File: src/bslb_pkg.sv
// ----------------------------------------------------------------------------
// bslb_pkg
// Shared types and constants of the bidirectional scan line binner.
// ----------------------------------------------------------------------------
package bslb_pkg;

  localparam int unsigned MAX_PIXELS = 4096;
  localparam int unsigned MAX_LINES  = 4096;
  localparam int unsigned MAX_BIN    = 64;

  // Register limits can hold the maximum itself, positions run to max - 1.
  localparam int unsigned PIX_LIM_W  = $clog2(MAX_PIXELS + 1);
  localparam int unsigned LINE_LIM_W = $clog2(MAX_LINES + 1);
  localparam int unsigned BIN_LIM_W  = $clog2(MAX_BIN + 1);
  localparam int unsigned PIX_POS_W  = $clog2(MAX_PIXELS);
  localparam int unsigned LINE_POS_W = $clog2(MAX_LINES);
  localparam int unsigned BIN_POS_W  = $clog2(MAX_BIN);

  // Fixed field widths.
  localparam int unsigned PIX_REG_W  = 13;
  localparam int unsigned LINE_REG_W = 13;
  localparam int unsigned BIN_REG_W  = 7;
  localparam int unsigned CFG_DATA_W = 13;
  localparam int unsigned CFG_IDX_W  = 2;
  localparam int unsigned SAMPLE_W   = 16;
  localparam int unsigned COLUMN_W   = 12;
  localparam int unsigned LINE_W     = 12;
  localparam int unsigned SUM_W      = 22;
  localparam int unsigned MEAN_W     = 22;

  // Mean = sum * 64 / bin: 8 fraction bits after dividing by bin * 4.
  // The whole scaled sum is divided; the mean keeps the low quotient bits.
  localparam int unsigned FRAC_SHIFT = 6;
  localparam int unsigned DIV_W      = SUM_W + FRAC_SHIFT;
  localparam int unsigned DIV_STEPS  = DIV_W;
  localparam int unsigned DIV_CNT_W  = $clog2(DIV_STEPS);

  localparam int unsigned QUEUE_DEPTH = 4;
  localparam int unsigned QUEUE_PTR_W = $clog2(QUEUE_DEPTH);
  localparam int unsigned QUEUE_CNT_W = $clog2(QUEUE_DEPTH + 1);

  localparam logic [CFG_IDX_W-1:0] REG_PIXELS_PER_LINE = 2'd0;
  localparam logic [CFG_IDX_W-1:0] REG_LINES_PER_FRAME = 2'd1;
  localparam logic [CFG_IDX_W-1:0] REG_BIN_SIZE        = 2'd2;

  localparam logic [PIX_REG_W-1:0]  PIX_RESET  = 13'd512;
  localparam logic [LINE_REG_W-1:0] LINE_RESET = 13'd512;
  localparam logic [BIN_REG_W-1:0]  BIN_RESET  = 7'd1;

  // Effective register limits after clamping.
  typedef struct packed {
    logic [PIX_LIM_W-1:0]  pix;
    logic [LINE_LIM_W-1:0] lines;
    logic [BIN_LIM_W-1:0]  bin;
  } cfg_t;

  // One finished reverse-line bin waiting for its division.
  typedef struct packed {
    logic [COLUMN_W-1:0] column;
    logic [LINE_W-1:0]   line;
    logic [SUM_W-1:0]    sum;
  } bin_rec_t;

  typedef enum logic [1:0] {
    BK_IDLE,
    BK_DIV,
    BK_DONE
  } back_state_e;

endpackage

File: src/bslb_front.sv
// ----------------------------------------------------------------------------
// bslb_front
// Sample counting and bin accumulation; emits one record per reverse-line bin.
// ----------------------------------------------------------------------------
module bslb_front (
  input  logic                          clk_i,
  input  logic                          rst_ni,
  input  bslb_pkg::cfg_t                cfg_i,
  input  logic                          accept_i,
  input  logic [bslb_pkg::SAMPLE_W-1:0] sample_i,
  output logic                          rec_push_o,
  output bslb_pkg::bin_rec_t            rec_o
);

  logic [bslb_pkg::BIN_POS_W-1:0]  bin_pos_q, bin_pos_d;
  logic [bslb_pkg::PIX_POS_W-1:0]  pix_pos_q, pix_pos_d;
  logic [bslb_pkg::LINE_POS_W-1:0] line_pos_q, line_pos_d;
  logic [bslb_pkg::SUM_W-1:0]      sum_q, sum_d;

  logic [bslb_pkg::BIN_POS_W-1:0]  bin_c;
  logic [bslb_pkg::PIX_POS_W-1:0]  pix_c;
  logic [bslb_pkg::LINE_POS_W-1:0] line_c;
  logic [bslb_pkg::BIN_LIM_W-1:0]  bin_last;
  logic [bslb_pkg::PIX_LIM_W-1:0]  pix_last;
  logic [bslb_pkg::LINE_LIM_W-1:0] line_last;
  logic [bslb_pkg::SUM_W-1:0]      sum_next;
  logic                            reverse;
  logic                            bin_end;
  logic                            pix_end;
  logic                            line_end;

  always_comb begin
    bin_last  = cfg_i.bin - 1'b1;
    pix_last  = cfg_i.pix - 1'b1;
    line_last = cfg_i.lines - 1'b1;

    // Pull positions back inside limits that shrank since the last item.
    bin_c  = ({1'b0, bin_pos_q} >= cfg_i.bin) ?
             bin_last[bslb_pkg::BIN_POS_W-1:0] : bin_pos_q;
    pix_c  = ({1'b0, pix_pos_q} >= cfg_i.pix) ?
             pix_last[bslb_pkg::PIX_POS_W-1:0] : pix_pos_q;
    line_c = ({1'b0, line_pos_q} >= cfg_i.lines) ?
             line_last[bslb_pkg::LINE_POS_W-1:0] : line_pos_q;

    reverse  = line_c[0];
    bin_end  = ({1'b0, bin_c} == bin_last);
    pix_end  = ({1'b0, pix_c} == pix_last);
    line_end = ({1'b0, line_c} == line_last);
    sum_next = sum_q + bslb_pkg::SUM_W'(sample_i);

    bin_pos_d  = bin_c;
    pix_pos_d  = pix_c;
    line_pos_d = line_c;
    sum_d      = reverse ? sum_next : sum_q;
    if (bin_end) begin
      bin_pos_d = '0;
      sum_d     = '0;
      if (pix_end) begin
        pix_pos_d  = '0;
        line_pos_d = line_end ? '0 : line_c + 1'b1;
      end else begin
        pix_pos_d = pix_c + 1'b1;
      end
    end else begin
      bin_pos_d = bin_c + 1'b1;
    end
  end

  always_comb begin
    rec_push_o    = accept_i && reverse && bin_end;
    rec_o.column  = bslb_pkg::COLUMN_W'(pix_last - bslb_pkg::PIX_LIM_W'(pix_c));
    rec_o.line    = bslb_pkg::LINE_W'(line_c - 1'b1);
    rec_o.sum     = sum_next;
  end

  always_ff @(posedge clk_i or negedge rst_ni) begin
    if (!rst_ni) begin
      bin_pos_q  <= '0;
      pix_pos_q  <= '0;
      line_pos_q <= '0;
      sum_q      <= '0;
    end else if (accept_i) begin
      bin_pos_q  <= bin_pos_d;
      pix_pos_q  <= pix_pos_d;
      line_pos_q <= line_pos_d;
      sum_q      <= sum_d;
    end
  end

endmodule

File: src/bslb_queue.sv
// ----------------------------------------------------------------------------
// bslb_queue
// Short first-in first-out queue of bin records between front and back.
// ----------------------------------------------------------------------------
module bslb_queue (
  input  logic               clk_i,
  input  logic               rst_ni,
  input  logic               push_i,
  input  bslb_pkg::bin_rec_t wdata_i,
  input  logic               pop_i,
  output bslb_pkg::bin_rec_t rdata_o,
  output logic               full_o,
  output logic               empty_o
);

  bslb_pkg::bin_rec_t                entries_q [bslb_pkg::QUEUE_DEPTH];
  logic [bslb_pkg::QUEUE_PTR_W-1:0]  wr_ptr_q, rd_ptr_q;
  logic [bslb_pkg::QUEUE_CNT_W-1:0]  count_q, count_d;
  logic                              do_push, do_pop;

  assign full_o  = (count_q == bslb_pkg::QUEUE_CNT_W'(bslb_pkg::QUEUE_DEPTH));
  assign empty_o = (count_q == '0);
  assign rdata_o = entries_q[rd_ptr_q];
  assign do_push = push_i && !full_o;
  assign do_pop  = pop_i && !empty_o;

  always_comb begin
    count_d = count_q;
    if (do_push && !do_pop) begin
      count_d = count_q + 1'b1;
    end else if (do_pop && !do_push) begin
      count_d = count_q - 1'b1;
    end
  end

  always_ff @(posedge clk_i or negedge rst_ni) begin
    if (!rst_ni) begin
      wr_ptr_q <= '0;
      rd_ptr_q <= '0;
      count_q  <= '0;
    end else begin
      count_q <= count_d;
      if (do_push) begin
        wr_ptr_q <= wr_ptr_q + 1'b1;
      end
      if (do_pop) begin
        rd_ptr_q <= rd_ptr_q + 1'b1;
      end
    end
  end

  always_ff @(posedge clk_i) begin
    if (do_push) begin
      entries_q[wr_ptr_q] <= wdata_i;
    end
  end

endmodule

File: src/bslb_back.sv
// ----------------------------------------------------------------------------
// bslb_back
// Bit-serial divider for the bin mean and the result output register.
// ----------------------------------------------------------------------------
module bslb_back (
  input  logic                                 clk_i,
  input  logic                                 rst_ni,
  input  logic [bslb_pkg::BIN_LIM_W-1:0]       bin_i,
  input  logic                                 q_empty_i,
  input  bslb_pkg::bin_rec_t                   q_rec_i,
  output logic                                 q_pop_o,
  input  logic                                 pop_i,
  output logic                                 empty_o,
  output logic [bslb_pkg::COLUMN_W-1:0]        column_o,
  output logic [bslb_pkg::LINE_W-1:0]          pair_first_line_o,
  output logic [bslb_pkg::MEAN_W-1:0]          mean_value_o
);

  bslb_pkg::back_state_e state_q, state_d;

  logic [bslb_pkg::BIN_LIM_W-1:0] rem_q;
  logic [bslb_pkg::DIV_W-1:0]     quo_q;
  logic [bslb_pkg::DIV_CNT_W-1:0] cnt_q;
  logic [bslb_pkg::COLUMN_W-1:0]  col_q;
  logic [bslb_pkg::LINE_W-1:0]    line_q;
  logic                           out_valid_q;

  logic [bslb_pkg::BIN_LIM_W:0]   trial;
  logic [bslb_pkg::BIN_LIM_W:0]   diff;
  logic                           ge;
  logic                           last_step;
  logic                           slot_free;
  logic                           load_out;
  logic                           div_step;

  assign empty_o   = !out_valid_q;
  assign slot_free = !out_valid_q || pop_i;
  assign last_step = (cnt_q == bslb_pkg::DIV_CNT_W'(bslb_pkg::DIV_STEPS - 1));

  // Restoring division: remainder stays below bin, quotient shifts in at bottom.
  always_comb begin
    trial = {rem_q, quo_q[bslb_pkg::DIV_W-1]};
    diff  = trial - {1'b0, bin_i};
    ge    = (trial >= {1'b0, bin_i});
  end

  always_comb begin
    state_d = state_q;
    case (state_q)
      bslb_pkg::BK_IDLE: if (!q_empty_i) state_d = bslb_pkg::BK_DIV;
      bslb_pkg::BK_DIV:  if (last_step) state_d = bslb_pkg::BK_DONE;
      bslb_pkg::BK_DONE: if (slot_free) state_d = bslb_pkg::BK_IDLE;
      default:           state_d = bslb_pkg::BK_IDLE;
    endcase
  end

  always_comb begin
    q_pop_o  = 1'b0;
    div_step = 1'b0;
    load_out = 1'b0;
    case (state_q)
      bslb_pkg::BK_IDLE: q_pop_o  = !q_empty_i;
      bslb_pkg::BK_DIV:  div_step = 1'b1;
      bslb_pkg::BK_DONE: load_out = slot_free;
      default: ;
    endcase
  end

  always_ff @(posedge clk_i or negedge rst_ni) begin
    if (!rst_ni) begin
      state_q     <= bslb_pkg::BK_IDLE;
      cnt_q       <= '0;
      out_valid_q <= 1'b0;
    end else begin
      state_q <= state_d;
      if (q_pop_o) begin
        cnt_q <= '0;
      end else if (div_step) begin
        cnt_q <= cnt_q + 1'b1;
      end
      if (load_out) begin
        out_valid_q <= 1'b1;
      end else if (pop_i) begin
        out_valid_q <= 1'b0;
      end
    end
  end

  // Shift the whole scaled sum through, so the remainder starts at zero; the
  // mean keeps the low quotient bits.
  always_ff @(posedge clk_i) begin
    if (q_pop_o) begin
      rem_q  <= '0;
      quo_q  <= {q_rec_i.sum, bslb_pkg::FRAC_SHIFT'(0)};
      col_q  <= q_rec_i.column;
      line_q <= q_rec_i.line;
    end else if (div_step) begin
      rem_q <= ge ? diff[bslb_pkg::BIN_LIM_W-1:0] : trial[bslb_pkg::BIN_LIM_W-1:0];
      quo_q <= {quo_q[bslb_pkg::DIV_W-2:0], ge};
    end
    if (load_out) begin
      column_o          <= col_q;
      pair_first_line_o <= line_q;
      mean_value_o      <= quo_q[bslb_pkg::MEAN_W-1:0];
    end
  end

endmodule

File: src/bidirectional_scan_line_binner_top.sv
// ----------------------------------------------------------------------------
// bidirectional_scan_line_binner_top
// Bins bidirectional scan samples into mirrored pixel means per line pair.
// ----------------------------------------------------------------------------
// The front takes one sample per cycle whenever its record queue (4 entries)
// has room; while it is full every sample waits, forward lines and partial
// bins too. Each finished reverse-line bin is divided by the bit-serial
// divider in the back, one result at a time: one pop, 28 division steps and
// one handoff to the output register, which waits while that is still full.
// With small bins the queue fills on reverse lines and the front then stalls
// until the divider frees an entry. Configuration writes are taken at once.
module bidirectional_scan_line_binner_top (
  input  logic                                  clk_i,
  input  logic                                  rst_ni,
  input  logic                                  push,
  output logic                                  full,
  input  logic [bslb_pkg::SAMPLE_W-1:0]         sample_i,
  output logic                                  empty,
  input  logic                                  pop,
  output logic [bslb_pkg::COLUMN_W-1:0]         column_o,
  output logic [bslb_pkg::LINE_W-1:0]           pair_first_line_o,
  output logic [bslb_pkg::MEAN_W-1:0]           mean_value_o,
  input  logic                                  cfg_valid_i,
  output logic                                  cfg_ready_o,
  input  logic [bslb_pkg::CFG_IDX_W-1:0]        cfg_index_i,
  input  logic [bslb_pkg::CFG_DATA_W-1:0]       cfg_data_i
);

  logic [bslb_pkg::PIX_REG_W-1:0]  pix_reg_q;
  logic [bslb_pkg::LINE_REG_W-1:0] line_reg_q;
  logic [bslb_pkg::BIN_REG_W-1:0]  bin_reg_q;
  bslb_pkg::cfg_t                  cfg;
  bslb_pkg::bin_rec_t              rec_in, rec_out;
  logic                            rec_push, q_pop, q_full, q_empty, accept;

  assign cfg_ready_o = 1'b1;
  assign full        = q_full;
  assign accept      = push && !q_full;

  always_ff @(posedge clk_i or negedge rst_ni) begin
    if (!rst_ni) begin
      pix_reg_q  <= bslb_pkg::PIX_RESET;
      line_reg_q <= bslb_pkg::LINE_RESET;
      bin_reg_q  <= bslb_pkg::BIN_RESET;
    end else if (cfg_valid_i) begin
      case (cfg_index_i)
        bslb_pkg::REG_PIXELS_PER_LINE: pix_reg_q  <= bslb_pkg::PIX_REG_W'(cfg_data_i);
        bslb_pkg::REG_LINES_PER_FRAME: line_reg_q <= bslb_pkg::LINE_REG_W'(cfg_data_i);
        bslb_pkg::REG_BIN_SIZE:        bin_reg_q  <= bslb_pkg::BIN_REG_W'(cfg_data_i);
        default: ;
      endcase
    end
  end

  // Zero acts as one, oversized values saturate at the maximum.
  always_comb begin
    if (pix_reg_q == '0) begin
      cfg.pix = bslb_pkg::PIX_LIM_W'(1);
    end else if (bslb_pkg::PIX_REG_W'(pix_reg_q) > bslb_pkg::PIX_REG_W'(bslb_pkg::MAX_PIXELS)) begin
      cfg.pix = bslb_pkg::PIX_LIM_W'(bslb_pkg::MAX_PIXELS);
    end else begin
      cfg.pix = bslb_pkg::PIX_LIM_W'(pix_reg_q);
    end
    if (line_reg_q == '0) begin
      cfg.lines = bslb_pkg::LINE_LIM_W'(1);
    end else if (line_reg_q > bslb_pkg::LINE_REG_W'(bslb_pkg::MAX_LINES)) begin
      cfg.lines = bslb_pkg::LINE_LIM_W'(bslb_pkg::MAX_LINES);
    end else begin
      cfg.lines = bslb_pkg::LINE_LIM_W'(line_reg_q);
    end
    if (bin_reg_q == '0) begin
      cfg.bin = bslb_pkg::BIN_LIM_W'(1);
    end else if (bin_reg_q > bslb_pkg::BIN_REG_W'(bslb_pkg::MAX_BIN)) begin
      cfg.bin = bslb_pkg::BIN_LIM_W'(bslb_pkg::MAX_BIN);
    end else begin
      cfg.bin = bslb_pkg::BIN_LIM_W'(bin_reg_q);
    end
  end

  bslb_front u_front (
    .clk_i      (clk_i),
    .rst_ni     (rst_ni),
    .cfg_i      (cfg),
    .accept_i   (accept),
    .sample_i   (sample_i),
    .rec_push_o (rec_push),
    .rec_o      (rec_in)
  );

  bslb_queue u_queue (
    .clk_i   (clk_i),
    .rst_ni  (rst_ni),
    .push_i  (rec_push),
    .wdata_i (rec_in),
    .pop_i   (q_pop),
    .rdata_o (rec_out),
    .full_o  (q_full),
    .empty_o (q_empty)
  );

  bslb_back u_back (
    .clk_i             (clk_i),
    .rst_ni            (rst_ni),
    .bin_i             (cfg.bin),
    .q_empty_i         (q_empty),
    .q_rec_i           (rec_out),
    .q_pop_o           (q_pop),
    .pop_i             (pop),
    .empty_o           (empty),
    .column_o          (column_o),
    .pair_first_line_o (pair_first_line_o),
    .mean_value_o      (mean_value_o)
  );

endmodule

File: config.mk
export PLATFORM = sky130hd
export DESIGN_NAME = bidirectional_scan_line_binner_top
export DESIGN_NICKNAME = d
export VERILOG_FILES = /design/src/bslb_pkg.sv /design/src/bslb_front.sv /design/src/bslb_queue.sv /design/src/bslb_back.sv /design/src/bidirectional_scan_line_binner_top.sv
export SDC_FILE = /design/constraint.sdc
export NUM_CORES = 1
export LEC_CHECK = 0
export BUFFER_PORTS_ARGS = -buffer_cell sky130_fd_sc_hd__buf_2
export CORE_ASPECT_RATIO = 2
export CORE_MARGIN = 1.5
export CORE_UTILIZATION = 56
export CTS_CLUSTER_DIAMETER = 60
export DETAILED_ROUTE_END_ITERATION = 12
export PLACE_DENSITY = 0.76
export SLEW_MARGIN = 20
export SYNTH_ARGS = -nofsm -noshare
export SYNTH_HDL_FRONTEND = slang
export SYNTH_SLANG_ARGS = --single-unit
File: constraint.sdc
create_clock -name clk_i -period 5.85 [get_ports clk_i]
set_input_delay 0.585 -clock clk_i [delete_from_list [all_inputs] [get_ports clk_i]]
set_output_delay 0.585 -clock clk_i [all_outputs]
set_load 0.02 [all_outputs]
==> flow_summary.toml, run 1 <==
[status]
status = "finished, final reports clean"

[global_route]
grt_pass1_vias = 13326
grt_max_degree = 67
groute.usage.overall_pct = 25.9
overflow = 0
grt_pass1_wl_um = 71900
grt_antenna_before_repair = 0

[synthesis]
synth_cell_types = 90
synth_cells = 1543
synthAdderAreaFrac_pct = 5.03
synthSimpleGateAreaFrac_pct = 11.4
yosysSeqAreaShare_pct = 56.7
yosys-mux-area-fraction_pct = 9.21
synth_xor_area_share_pct = 3.53
ys_warn_count = 0
synth_seq_cells = 389
synth_top_family_by_area = "compound AO/OA/AOI/OAI gates"
syn-num-nets = 1654
synth_compound_area_share_pct = 11.7
avgSynthCellArea_um2 = 12.6
synth-main-ff-cell = "edfxtp_1"
synth-edff-count = 276
synth_area_um2 = 19500
synthArstFlopShare_pct = 25.7

[setup_path]
critPathMaxFanout = 9
cp_slowest_stage_delay_ns = 0.60
crit_type = "reg2reg"
path_cells = "nor4_4, nand4_2, a21oi_2, buf_4, inv_1, ha_1, nor2b_1, a311oi_1, mux2i_1, ha_1, nand4_1, or2_2, a31oi_1, nand3_1, or4_4, o41ai_4, buf_4, nand3_4, nor4_2, o21ai_0, a221o_1"
r2r_cells = 21
critPathBufInv = 3
arrival_ns = 5.97
path_delay_family = "simple AND/OR/NAND/NOR gates"
crit_cells = 21
critPathLaunchType = "flip-flop"
critPathCaptureType = "flip-flop"
required_ns = 6.25
cpMaxStageDelayCell = "a311oi_1"

[floorplan]
start_util_pct = 56.8
coreArea_um2 = 34400
ios = 85
die_x_um = 135
row_count = 96
die_height_um = 267
dieArea_um2 = 36000

[sta]
slew_viol_final = 0
max_slew.worst_pin.slew_ns = 1.00
fin_skew_ns = 0.0137
finalHoldViolCount = 0
finalSetupTns_ns = 0
slew_headroom_pct = 32.8
max_freq_mhz = 180
fin_crit_ns = 5.57
whs_ns = 0.149
setup_viol = 0
fin_crit_sh_pct = 95.2

[clock_network]
h-tree-depth = 2
clk_path_buf_depth = 3
clockRootBuffer = "clkbuf_16"
insertion_delay_ns = 0.53
clkSlewWorstSetupHoldPaths_ns = 0.07
cts_tree = "yes"
ctsHoldBuffers = 0
cts_buffers = 34
cts_sinks = 389

[min_path]
holdCritPathClass = "in2async"

[power_and_ir_drop]
p_leak_nw = 8.24
powerDensity_nw_per_um2 = 543
ir_drop_mv = 0.286

[flow_run]
max_cap_viol_count = 0

[route]
wl_per_cell_um = 21.5
totalWireLength_um = 45300
via_per_inst = 6.16
dr.pass1.iters = 5
ant_nets = 0
drc = 0
drt_iter0_drc = 990
vias = 12995

[layout]
post_route_cells_drive_above_1_share_pct = 19.6
area_growth_pct = 11.7
final_nets = 1752
insertedDiodeCount = 0

[placement]
numPortBuffers = 83
gp_congestion = 0.943
dp_hpwl_um = 31300
cell type report:
class,count,area (um2)
multi-input cells,1031,8050
inverters,51,191
clock inverters,16,138
repair buffers,134,848
well taps,441,552
clock buffers,46,957
flip-flops and latches,389,11100
fillers,2547,12600
Yosys cell counts, types with 10 or more instances:
| master | number | area (um2) |
|---|---|---|
| edfxtp_1 | 276 | 8290 |
| nand2_1 | 113 | 424 |
| dfrtp_1 | 97 | 2430 |
| o21ai_0 | 87 | 435 |
| nor2_1 | 86 | 323 |
| ha_1 | 72 | 901 |
| xnor2_1 | 51 | 447 |
| a21oi_1 | 50 | 250 |
| inv_1 | 50 | 188 |
| clkbuf_1 | 49 | 184 |
| mux4_2 | 46 | 1040 |
| mux2_2 | 40 | 450 |
| nand3_1 | 39 | 195 |
| a22o_1 | 38 | 333 |
| nand2b_1 | 38 | 238 |
| nor3_1 | 37 | 185 |
| mux2i_1 | 31 | 310 |
| xor2_1 | 25 | 219 |
| a21o_1 | 21 | 158 |
| a31oi_1 | 21 | 131 |
| nor2b_1 | 18 | 113 |
| buf_1 | 15 | 56.3 |
| or3_1 | 15 | 93.8 |
| and2_1 | 13 | 81.3 |
| dfxtp_1 | 13 | 260 |
| o31ai_1 | 12 | 90.1 |
| and3_1 | 11 | 68.8 |
| nor4_1 | 11 | 68.8 |
| o21a_1 | 11 | 82.6 |
| a211oi_1 | 10 | 75.1 |
worst register-to-register path, stage by stage (launching register included):
cell and delay [ns]:
dfrtp_1 0.46, nor4_4 0.36, nand4_2 0.17, a21oi_2 0.20
buf_4 0.15, inv_1 0.04, ha_1 0.18, nor2b_1 0.17
a311oi_1 0.60, mux2i_1 0.21, ha_1 0.32, nand4_1 0.09
or2_2 0.28, a31oi_1 0.22, nand3_1 0.11, or4_4 0.45
o41ai_4 0.33, buf_4 0.19, nand3_4 0.15, nor4_2 0.32
o21ai_0 0.13, a221o_1 0.32
per-layer routing:
metal | track usage (%) | routed length, um | up-vias
met2 | 49.1 | 25100 | 405
met3 | 2.79 | 1700 | 124
met5 | 0 | 0 | -
met4 | 13.6 | 2310 | 0
met1 | 27.8 | 16200 | 6419
li1 | - | - | 6047
report_power, final:
| part | total, mW | internal [mW] | switching, mW | leakage, nW |
|---|---|---|---|---|
| Clock | 2.22 | 1.21 | 1.01 | 0.538 |
| Combinational | 5.07 | 2.07 | 3.00 | 3.85 |
| Sequential | 4.54 | 4.05 | 0.495 | 3.85 |
| Total | 11.8 | 7.33 | 4.51 | 8.24 |
final timing paths:
| kind | from | endpoint | slack [ns] |
|---|---|---|---|
| max in group asynchronous | rst_ni | u_queue.rd_ptr_q[0]$_DFFE_PN0P_ | 4.47 |
| max | pix_reg_q[8]$_DFFE_PN0P_ | u_front.line_pos_q[8]$_DFFE_PN0P_ | 0.28 |
| min | rst_ni | u_queue.rd_ptr_q[1]$_DFFE_PN0P_ | 0.15 |
| min reg2reg | u_back.col_q[10]$_DFFE_PP_ | u_back.column_o[10]$_DFFE_PP_ | 0.42 |
| max reg2reg | pix_reg_q[8]$_DFFE_PN0P_ | u_front.line_pos_q[8]$_DFFE_PN0P_ | 0.28 |
| min in group clk_i | cfg_data_i[12] | pix_reg_q[12]$_DFFE_PN0P_ | 0.31 |
flip-flops by register name, summed over array words and instances (netlist names):
| signal | count |
|---|---|
| u_queue.entries_q | 184 |
| u_back.quo_q | 28 |
| u_back.mean_value_o | 22 |
| u_front.sum_q | 22 |
| line_reg_q | 13 |
| pix_reg_q | 13 |
| u_back.col_q | 12 |
| u_back.column_o | 12 |
| u_back.line_q | 12 |
| u_back.pair_first_line_o | 12 |
| u_front.line_pos_q | 12 |
| u_front.pix_pos_q | 12 |
| bin_reg_q | 7 |
| u_back.rem_q | 7 |
| u_front.bin_pos_q | 6 |
| u_back.cnt_q | 5 |
| u_queue.count_q | 3 |
| u_back.state_q | 2 |
| u_queue.rd_ptr_q | 2 |
| u_queue.wr_ptr_q | 2 |
| u_back.out_valid_q | 1 |
timing repair:
action                                  CTS  global route
resized for setup                         0             7
endpoints found under the setup margin    0            21
buffers inserted                          0             2
layout by cell type, fill, tap and decap left out, types with 6 or more instances in the layout:
cell	Yosys	layout
dfrtp_1	97	95
xor2_1	25	25
buf_4	2	47
o21ai_0	87	86
a21o_1	21	21
a21oi_1	50	48
buf_2	6	83
nand2b_1	38	38
a22oi_1	7	7
nor2_1	86	86
and3_1	11	11
nand2_1	113	113
xnor2_1	51	51
o31ai_1	12	12
and2_1	13	9
nor2b_1	18	16
edfxtp_1	276	276
ha_1	72	72
o22ai_1	8	8
mux4_2	46	46
a31oi_1	21	21
nand3_1	39	39
mux2_2	40	40
or2_2	7	7
dfxtp_1	13	13
nor4_1	11	11
o21a_1	11	11
nor3_1	37	36
or3_1	15	14
mux2i_1	31	31
a211oi_1	10	10
clkbuf_16	0	35
clkinv_2	0	6
a22o_1	38	38
inv_1	50	49
clkbuf_1	49	7
kinds of logic (layout without fill, tap and decap cells):
logic type,Yosys count,after routing
multiplexers,117,117
buffers and inverters,123,247
adder cells (fa/ha/maj),77,77
other,1,1
XOR/XNOR,77,77
flip-flops,389,389
AO/OA/AOI/OAI,330,330
AND/OR/NAND/NOR,429,429
per-stage QoR:
step / utilization, % / total power [mW] / area [um2] / setup WS [ns] / instances
finish: 63.4 / 11.8 / 21800 / 0.282 / 2108
global route: 63.4 / 12.6 / 21800 / -0.0215 / 2108
CTS: 63.3 / 11.8 / 21700 / 0.171 / 2106
detailed placement: 60.1 / 9.56 / 20600 / 0.195 / 2044
global placement: 60.1 / 9.31 / 20600 / 0.277 / 2043
floorplan: - / 8.13 / 19500 / 0.0480 / 1543
(Power assumes the default switching activity.)
==> run 2, diff against run 1 <==
--- a/config.mk
+++ b/config.mk
@@ -9,8 +9,9 @@
 export CORE_ASPECT_RATIO = 2
 export CORE_MARGIN = 1.5
-export CORE_UTILIZATION = 56
+export CORE_UTILIZATION = 55
 export CTS_CLUSTER_DIAMETER = 60
 export DETAILED_ROUTE_END_ITERATION = 12
-export PLACE_DENSITY = 0.76
+export MAX_ROUTING_LAYER = met4
+export PLACE_DENSITY = 0.75
 export SLEW_MARGIN = 20
 export SYNTH_ARGS = -nofsm -noshare
==> constraint.sdc (replaced) <==
create_clock -name clk_i -period 5.85 [get_ports clk_i]
set_input_delay 1.17 -clock clk_i [delete_from_list [all_inputs] [get_ports clk_i]]
set_output_delay 1.17 -clock clk_i [all_outputs]
set_load 0.02 [all_outputs]
==> run 2 against run 1 <==
Net effect:
- via count increased by 0.57%
- non-clock buffer count unchanged
- wire length up 1.8%
- critical path depth increased by 1
- global-route usage up 0.57 points
- sequential share of layout area barely moved
- final area about the same
- combinational power is 0.8% lower
- clock power up 4%
- maximum frequency grew 2.8%
==> flow_summary.toml, run 2 (synthesized netlist as in run 1, its figures left out) <==
[layout]
insertedDiodeCount = 0
post_route_cells_drive_above_1_share_pct = 19.4
seq_area_um2 = 11100
final_nets = 1753
area_growth_pct = 11.6
final_cells = 2112
fillCellCount = 2627
final_cell_mix = "edfxtp_1 (276), nand2_1 (113), dfrtp_1 (95)"
multiInputGateArea_um2 = 8040
top_regs = "u_queue.entries_q: 184 flops, u_back.quo_q: 28 flops"
top_register = "u_queue.entries_q"
final_common_cell = "edfxtp_1"
largest_reg_flops = 184

[global_route]
groute.usage.overall_pct = 26.5
overflow = 0
grt_antenna_before_repair = 0
grt_pass1_wl_um = 72300
grt_pass1_vias = 13227
grt_max_degree = 57

[power_and_ir_drop]
finalPower_mw = 12.0
powerDensity_nw_per_um2 = 549
ir_drop_mv = 0.326
p_leak_nw = 8.24

[sta]
slew_viol_final = 0
max_slew.worst_pin.slew_ns = 1.02
max_freq_mhz = 185
fin_crit_sh_pct = 92.6
finalHoldViolCount = 0
whs_ns = 0.417
setup_viol = 0
finalSetupTns_ns = 0
rsz0062_at_grt = "no"
fin_crit_ns = 5.42
fin_skew_ns = 0.0183
slew_headroom_pct = 32.0

[route]
drt_iter0_drc = 951
totalWireLength_um = 46100
vias = 13069
wl_per_cell_um = 21.8
via_per_inst = 6.19
dr.pass1.iters = 5
drc = 0
ant_nets = 0

[clock_network]
cts_buffers = 35
h-tree-depth = 2
cts_tree = "yes"
ctsHoldBuffers = 0
clockRootBuffer = "clkbuf_16"
clkSlewWorstSetupHoldPaths_ns = 0.07
cts_sinks = 389
post_cts_buffers = 0
insertion_delay_ns = 0.54
clk_path_buf_depth = 3
ctsResizeCount = 0

[placement]
place_inst = 2050
dp_hpwl_um = 32500
gp_congestion = 0.922
numPortBuffers = 83

[setup_path]
arrival_ns = 5.87
critPathCaptureType = "flip-flop"
r2r_cells = 22
crit_type = "reg2reg"
required_ns = 6.30
critPathMaxFanout = 9
critPathLaunchType = "flip-flop"

[min_path]
holdCritPathClass = "reg2reg"
hold_depth = 0

[floorplan]
ios = 85
dieArea_um2 = 36700
start_util_pct = 55.8
coreArea_um2 = 35000
die_x_um = 136
row_count = 97
die_height_um = 269

[status]
status = "finished, final reports clean"

[flow_run]
max_cap_viol_count = 0
-- run 2: cell count changes in the layout (fill, tap and decap cells not counted), moves of 2 or more --
cell,previous run,this run
buf_12,4,1
buf_4,47,51
bufinv_16,1,3
clkbuf_8,4,0
clkinv_2,6,3
clkinvlp_4,1,3
-- run 2: layout make-up --
class,count,share of cell area [%]
sequential,389,50.8
clock inverter,21,1.06
clock buffer,41,4.12
multi-input combinational,1031,36.9
inverter,51,0.879
timing repair buffer,134,3.73
tap,445,2.56
-- run 2: layer usage --
metal | global-route usage [%] | vias up | routed length, um
met4 | 11.9 | 0 | 2090
met3 | 2.84 | 124 | 1720
li1 | - | 6047 | -
met2 | 48.7 | 424 | 25800
met1 | 27.8 | 6474 | 16500
met5 | - | - | 0
-- run 2: report_power, final --
part           switching (mW)  internal [mW]
logic                    2.96           2.07
clock network            1.05           1.26
registers               0.584           4.05
total                    4.59           7.38
-- run 2: final timing paths --
kind / from / to / slack [ns]
setup / recovery: pix_reg_q[0]$_DFFE_PN0P_ / u_front.line_pos_q[2]$_DFFE_PN0P_ / 0.43
hold / removal: u_back.col_q[8]$_DFFE_PP_ / u_back.column_o[8]$_DFFE_PP_ / 0.42
setup reg to reg: pix_reg_q[0]$_DFFE_PN0P_ / u_front.line_pos_q[2]$_DFFE_PN0P_ / 0.43
hold reg to reg: u_back.col_q[8]$_DFFE_PP_ / u_back.column_o[8]$_DFFE_PP_ / 0.42
max in group asynchronous: rst_ni / pix_reg_q[10]$_DFFE_PN0P_ / 3.93
min in group asynchronous: rst_ni / u_back.cnt_q[3]$_DFFE_PN0P_ / 0.75
-- run 2: critical path, cell delays in order, from the launching register on --
cell,delay (ns)
dfrtp_1,0.43
nor4_4,0.38
nand4_2,0.16
a21oi_2,0.18
buf_4,0.17
inv_1,0.05
ha_1,0.19
nor2b_1,0.17
a311oi_1,0.61
mux2i_1,0.22
ha_1,0.33
nand4_1,0.10
or2_2,0.28
a31oi_1,0.21
nand3_1,0.11
or4_4,0.44
o41ai_4,0.21
buf_4,0.20
and3_1,0.28
buf_4,0.20
and3_1,0.15
o21ai_0,0.09
a22oi_1,0.18
-- run 2: per-stage QoR --
step | instance area (um2) | setup WS [ns] | utilization [%]
final | 21800 | 0.432 | 62.3
after global routing | 21800 | 0.0471 | 62.3
after CTS | 21800 | 0.194 | 62.2
after detailed placement | 20600 | 0.197 | 59.0
after global placement | 20600 | 0.295 | 59.0
after floorplan | 19500 | 0.0480 | -
==> run 3, diff against run 2 <==
CORE_UTILIZATION = 56   (was 55)
PLACE_DENSITY = 0.76   (was 0.75)
==> run 3 against run 2 <==
Net effect:
- first-iteration DRC count shrank 8.5%
- flip-flop and latch count did not move
- sequential share of layout area fell by 0.14 points
- via count is essentially flat
- clock power hardly changed
- die area is 1.8% lower
- final cell count decreased by 0.24%
- global-route usage about the same
- wire length is 3.0% lower
- final area rose by 0.28%
==> flow_summary.toml, run 3 (synthesized netlist as in run 1, its figures left out) <==
[global_route]
groute.usage.overall_pct = 26.5
grt_pass1_wl_um = 71500
grt_pass1_vias = 13416
grt_max_degree = 57
overflow = 0
grt_antenna_before_repair = 0
busiest_layer = "met2"
use_met1_pct = 27.4
grt_use_met2_pct = 49.1
met3_usage_pct = 2.70

[setup_path]
r2r-start = "pix_reg_q[8]$_DFFE_PN0P_"
r2r_cells = 23
critPathCaptureType = "flip-flop"
critPathMaxFanout = 9
critPathLaunchType = "flip-flop"
rr_endpoint = "u_front.line_pos_q[5]$_DFFE_PN0P_"
arrival_ns = 5.90
crit_start = "pix_reg_q[8]$_DFFE_PN0P_"
cp-endpoint = "u_front.line_pos_q[5]$_DFFE_PN0P_"
crit_type = "reg2reg"
r2r_setup_slack_ns = 0.41
required_ns = 6.32

[floorplan]
ios = 85
start_util_pct = 56.8
coreArea_um2 = 34400
die_x_um = 135
die_height_um = 267
dieArea_um2 = 36000
row_count = 96

[placement]
gp_congestion = 0.953
dpl_cell_area_um2 = 20600
dp_hpwl_um = 31000
place_inst = 2043
numPortBuffers = 83
pre_cts_ws_ns = 0.226

[layout]
final_cell_mix = "edfxtp_1 (276), nand2_1 (113), dfrtp_1 (95)"
largest_reg_flops = 184
area_growth_pct = 12.0
final_nets = 1751
insertedDiodeCount = 0
fillCellCount = 2590
top_regs = "u_queue.entries_q: 184 flops, u_back.quo_q: 28 flops"
fin_area_um2 = 21800
top_register = "u_queue.entries_q"
post_route_cells_drive_above_1_share_pct = 19.8
final_common_cell = "edfxtp_1"
final_cells = 2107

[sta]
finalSetupTns_ns = 0
fin_crit_ns = 5.44
slew_headroom_pct = 32.5
max_freq_mhz = 184
setup_ws_ns = 0.415
rsz0062_at_grt = "no"
max_slew.worst_pin.slew_ns = 1.01
finalHoldViolCount = 0
whs_ns = 0.414
setup_viol = 0
fin_skew_ns = 0.0210
slew_viol_final = 0
fin_crit_sh_pct = 92.9

[clock_network]
clockRootBuffer = "clkbuf_16"
clkSlewWorstSetupHoldPaths_ns = 0.07
cts_sinks = 389
clk_path_buf_depth = 3
cts_tree = "yes"
cts_buffers = 34
h-tree-depth = 2
ctsHoldBuffers = 0
insertion_delay_ns = 0.54

[power_and_ir_drop]
ir_drop_mv = 0.270
p_leak_nw = 8.24
swShare_pct = 37.9
powerDensity_nw_per_um2 = 546
pwr-share-seq_pct = 38.1
p_sw_mw = 4.52
p_comb_share_pct = 42.7
intPower_mw = 7.40
p_clk_share_pct = 19.2

[route]
vias = 13060
via_per_inst = 6.20
dr.pass1.iters = 5
drc = 0
totalWireLength_um = 44700
drt_iter0_drc = 870
ant_nets = 0
wl_per_cell_um = 21.2

[min_path]
worstHoldStart = "u_back.line_q[2]$_DFFE_PP_"
holdCritPathClass = "reg2reg"

[status]
status = "finished, final reports clean"

[flow_run]
max_cap_viol_count = 0
[run 3: cell count changes in the layout (fill, tap and decap cells not counted), moves of 2 or more]
cell / previous run / this run
buf_12: 1 / 4
buf_4: 51 / 46
clkbuf_1: 6 / 4
clkinv_1: 4 / 7
clkbuf_8: 0 / 2
[run 3: routing by layer]
layer / wire [um] / vias to the layer above
met5: 0 / -
met4: 2210 / 0
met3: 1690 / 122
met2: 24700 / 392
met1: 16100 / 6502
li1: - / 6044
[run 3: layout make-up]
class | instances | area (um2) | area share, %
well taps | 441 | 552 | 2.53
repair buffers | 133 | 841 | 3.85
multi-input cells | 1031 | 8070 | 36.9
flip-flops and latches | 389 | 11100 | 50.6
inverters | 51 | 191 | 0.876
clock inverters | 21 | 215 | 0.985
clock buffers | 41 | 918 | 4.20
[run 3: worst min path at each step]
| stage | end | slack, ns | depth (start not counted) |
|---|---|---|---|
| global placement | u_back.column_o[8]$_DFFE_PP_ | 0.40 | 0 |
| floorplan | u_back.column_o[0]$_DFFE_PP_ | 0.40 | 0 |
| finish | u_back.pair_first_line_o[2]$_DFFE_PP_ | 0.41 | 0 |
| CTS | u_back.pair_first_line_o[2]$_DFFE_PP_ | 0.42 | 0 |
| detailed placement | u_back.column_o[8]$_DFFE_PP_ | 0.40 | 0 |
| global route | u_back.pair_first_line_o[2]$_DFFE_PP_ | 0.42 | 0 |
[run 3: what timing repair did]
item / 4_1_cts / 5_1_grt
resized for setup: 0 / 14
buffers inserted: 0 / 2
setup endpoints to repair: 0 / 20
[run 3: power groups by stage]
| stage | Clock (mW) | Sequential (mW) | Combinational (mW) |
|---|---|---|---|
| floorplan | 0 | 4.35 | 3.78 |
| global placement | 0 | 4.55 | 4.77 |
| detailed placement | 0 | 4.58 | 4.97 |
| CTS | 2.33 | 4.53 | 5.01 |
| global route | 2.42 | 4.61 | 5.61 |
| finish | 2.29 | 4.54 | 5.09 |
[run 3: critical path, stage by stage, from the launching register on]
cell and delay, ns:
dfrtp_1 0.46, nor4_4 0.35, nand4_2 0.15, a21oi_2 0.20, ha_1 0.24, nand2b_1 0.14, a2111oi_1 0.36, or3_1 0.23
a31oi_1 0.20, mux2i_1 0.21, ha_1 0.31, nand4_1 0.08, or2_2 0.29, a31oi_2 0.18, nand3_1 0.10, or4_4 0.44
o41ai_4 0.29, buf_4 0.19, and3_2 0.27, buf_4 0.18, nand2_1 0.07, mux2i_1 0.19, a21oi_1 0.09, o21ai_1 0.13
[run 3: through the flow]
step	power [mW]	utilization (%)
after floorplan	8.13	-
after global placement	9.31	60.1
after detailed placement	9.56	60.1
after CTS	11.9	63.4
after global routing	12.6	63.6
final	11.9	63.6
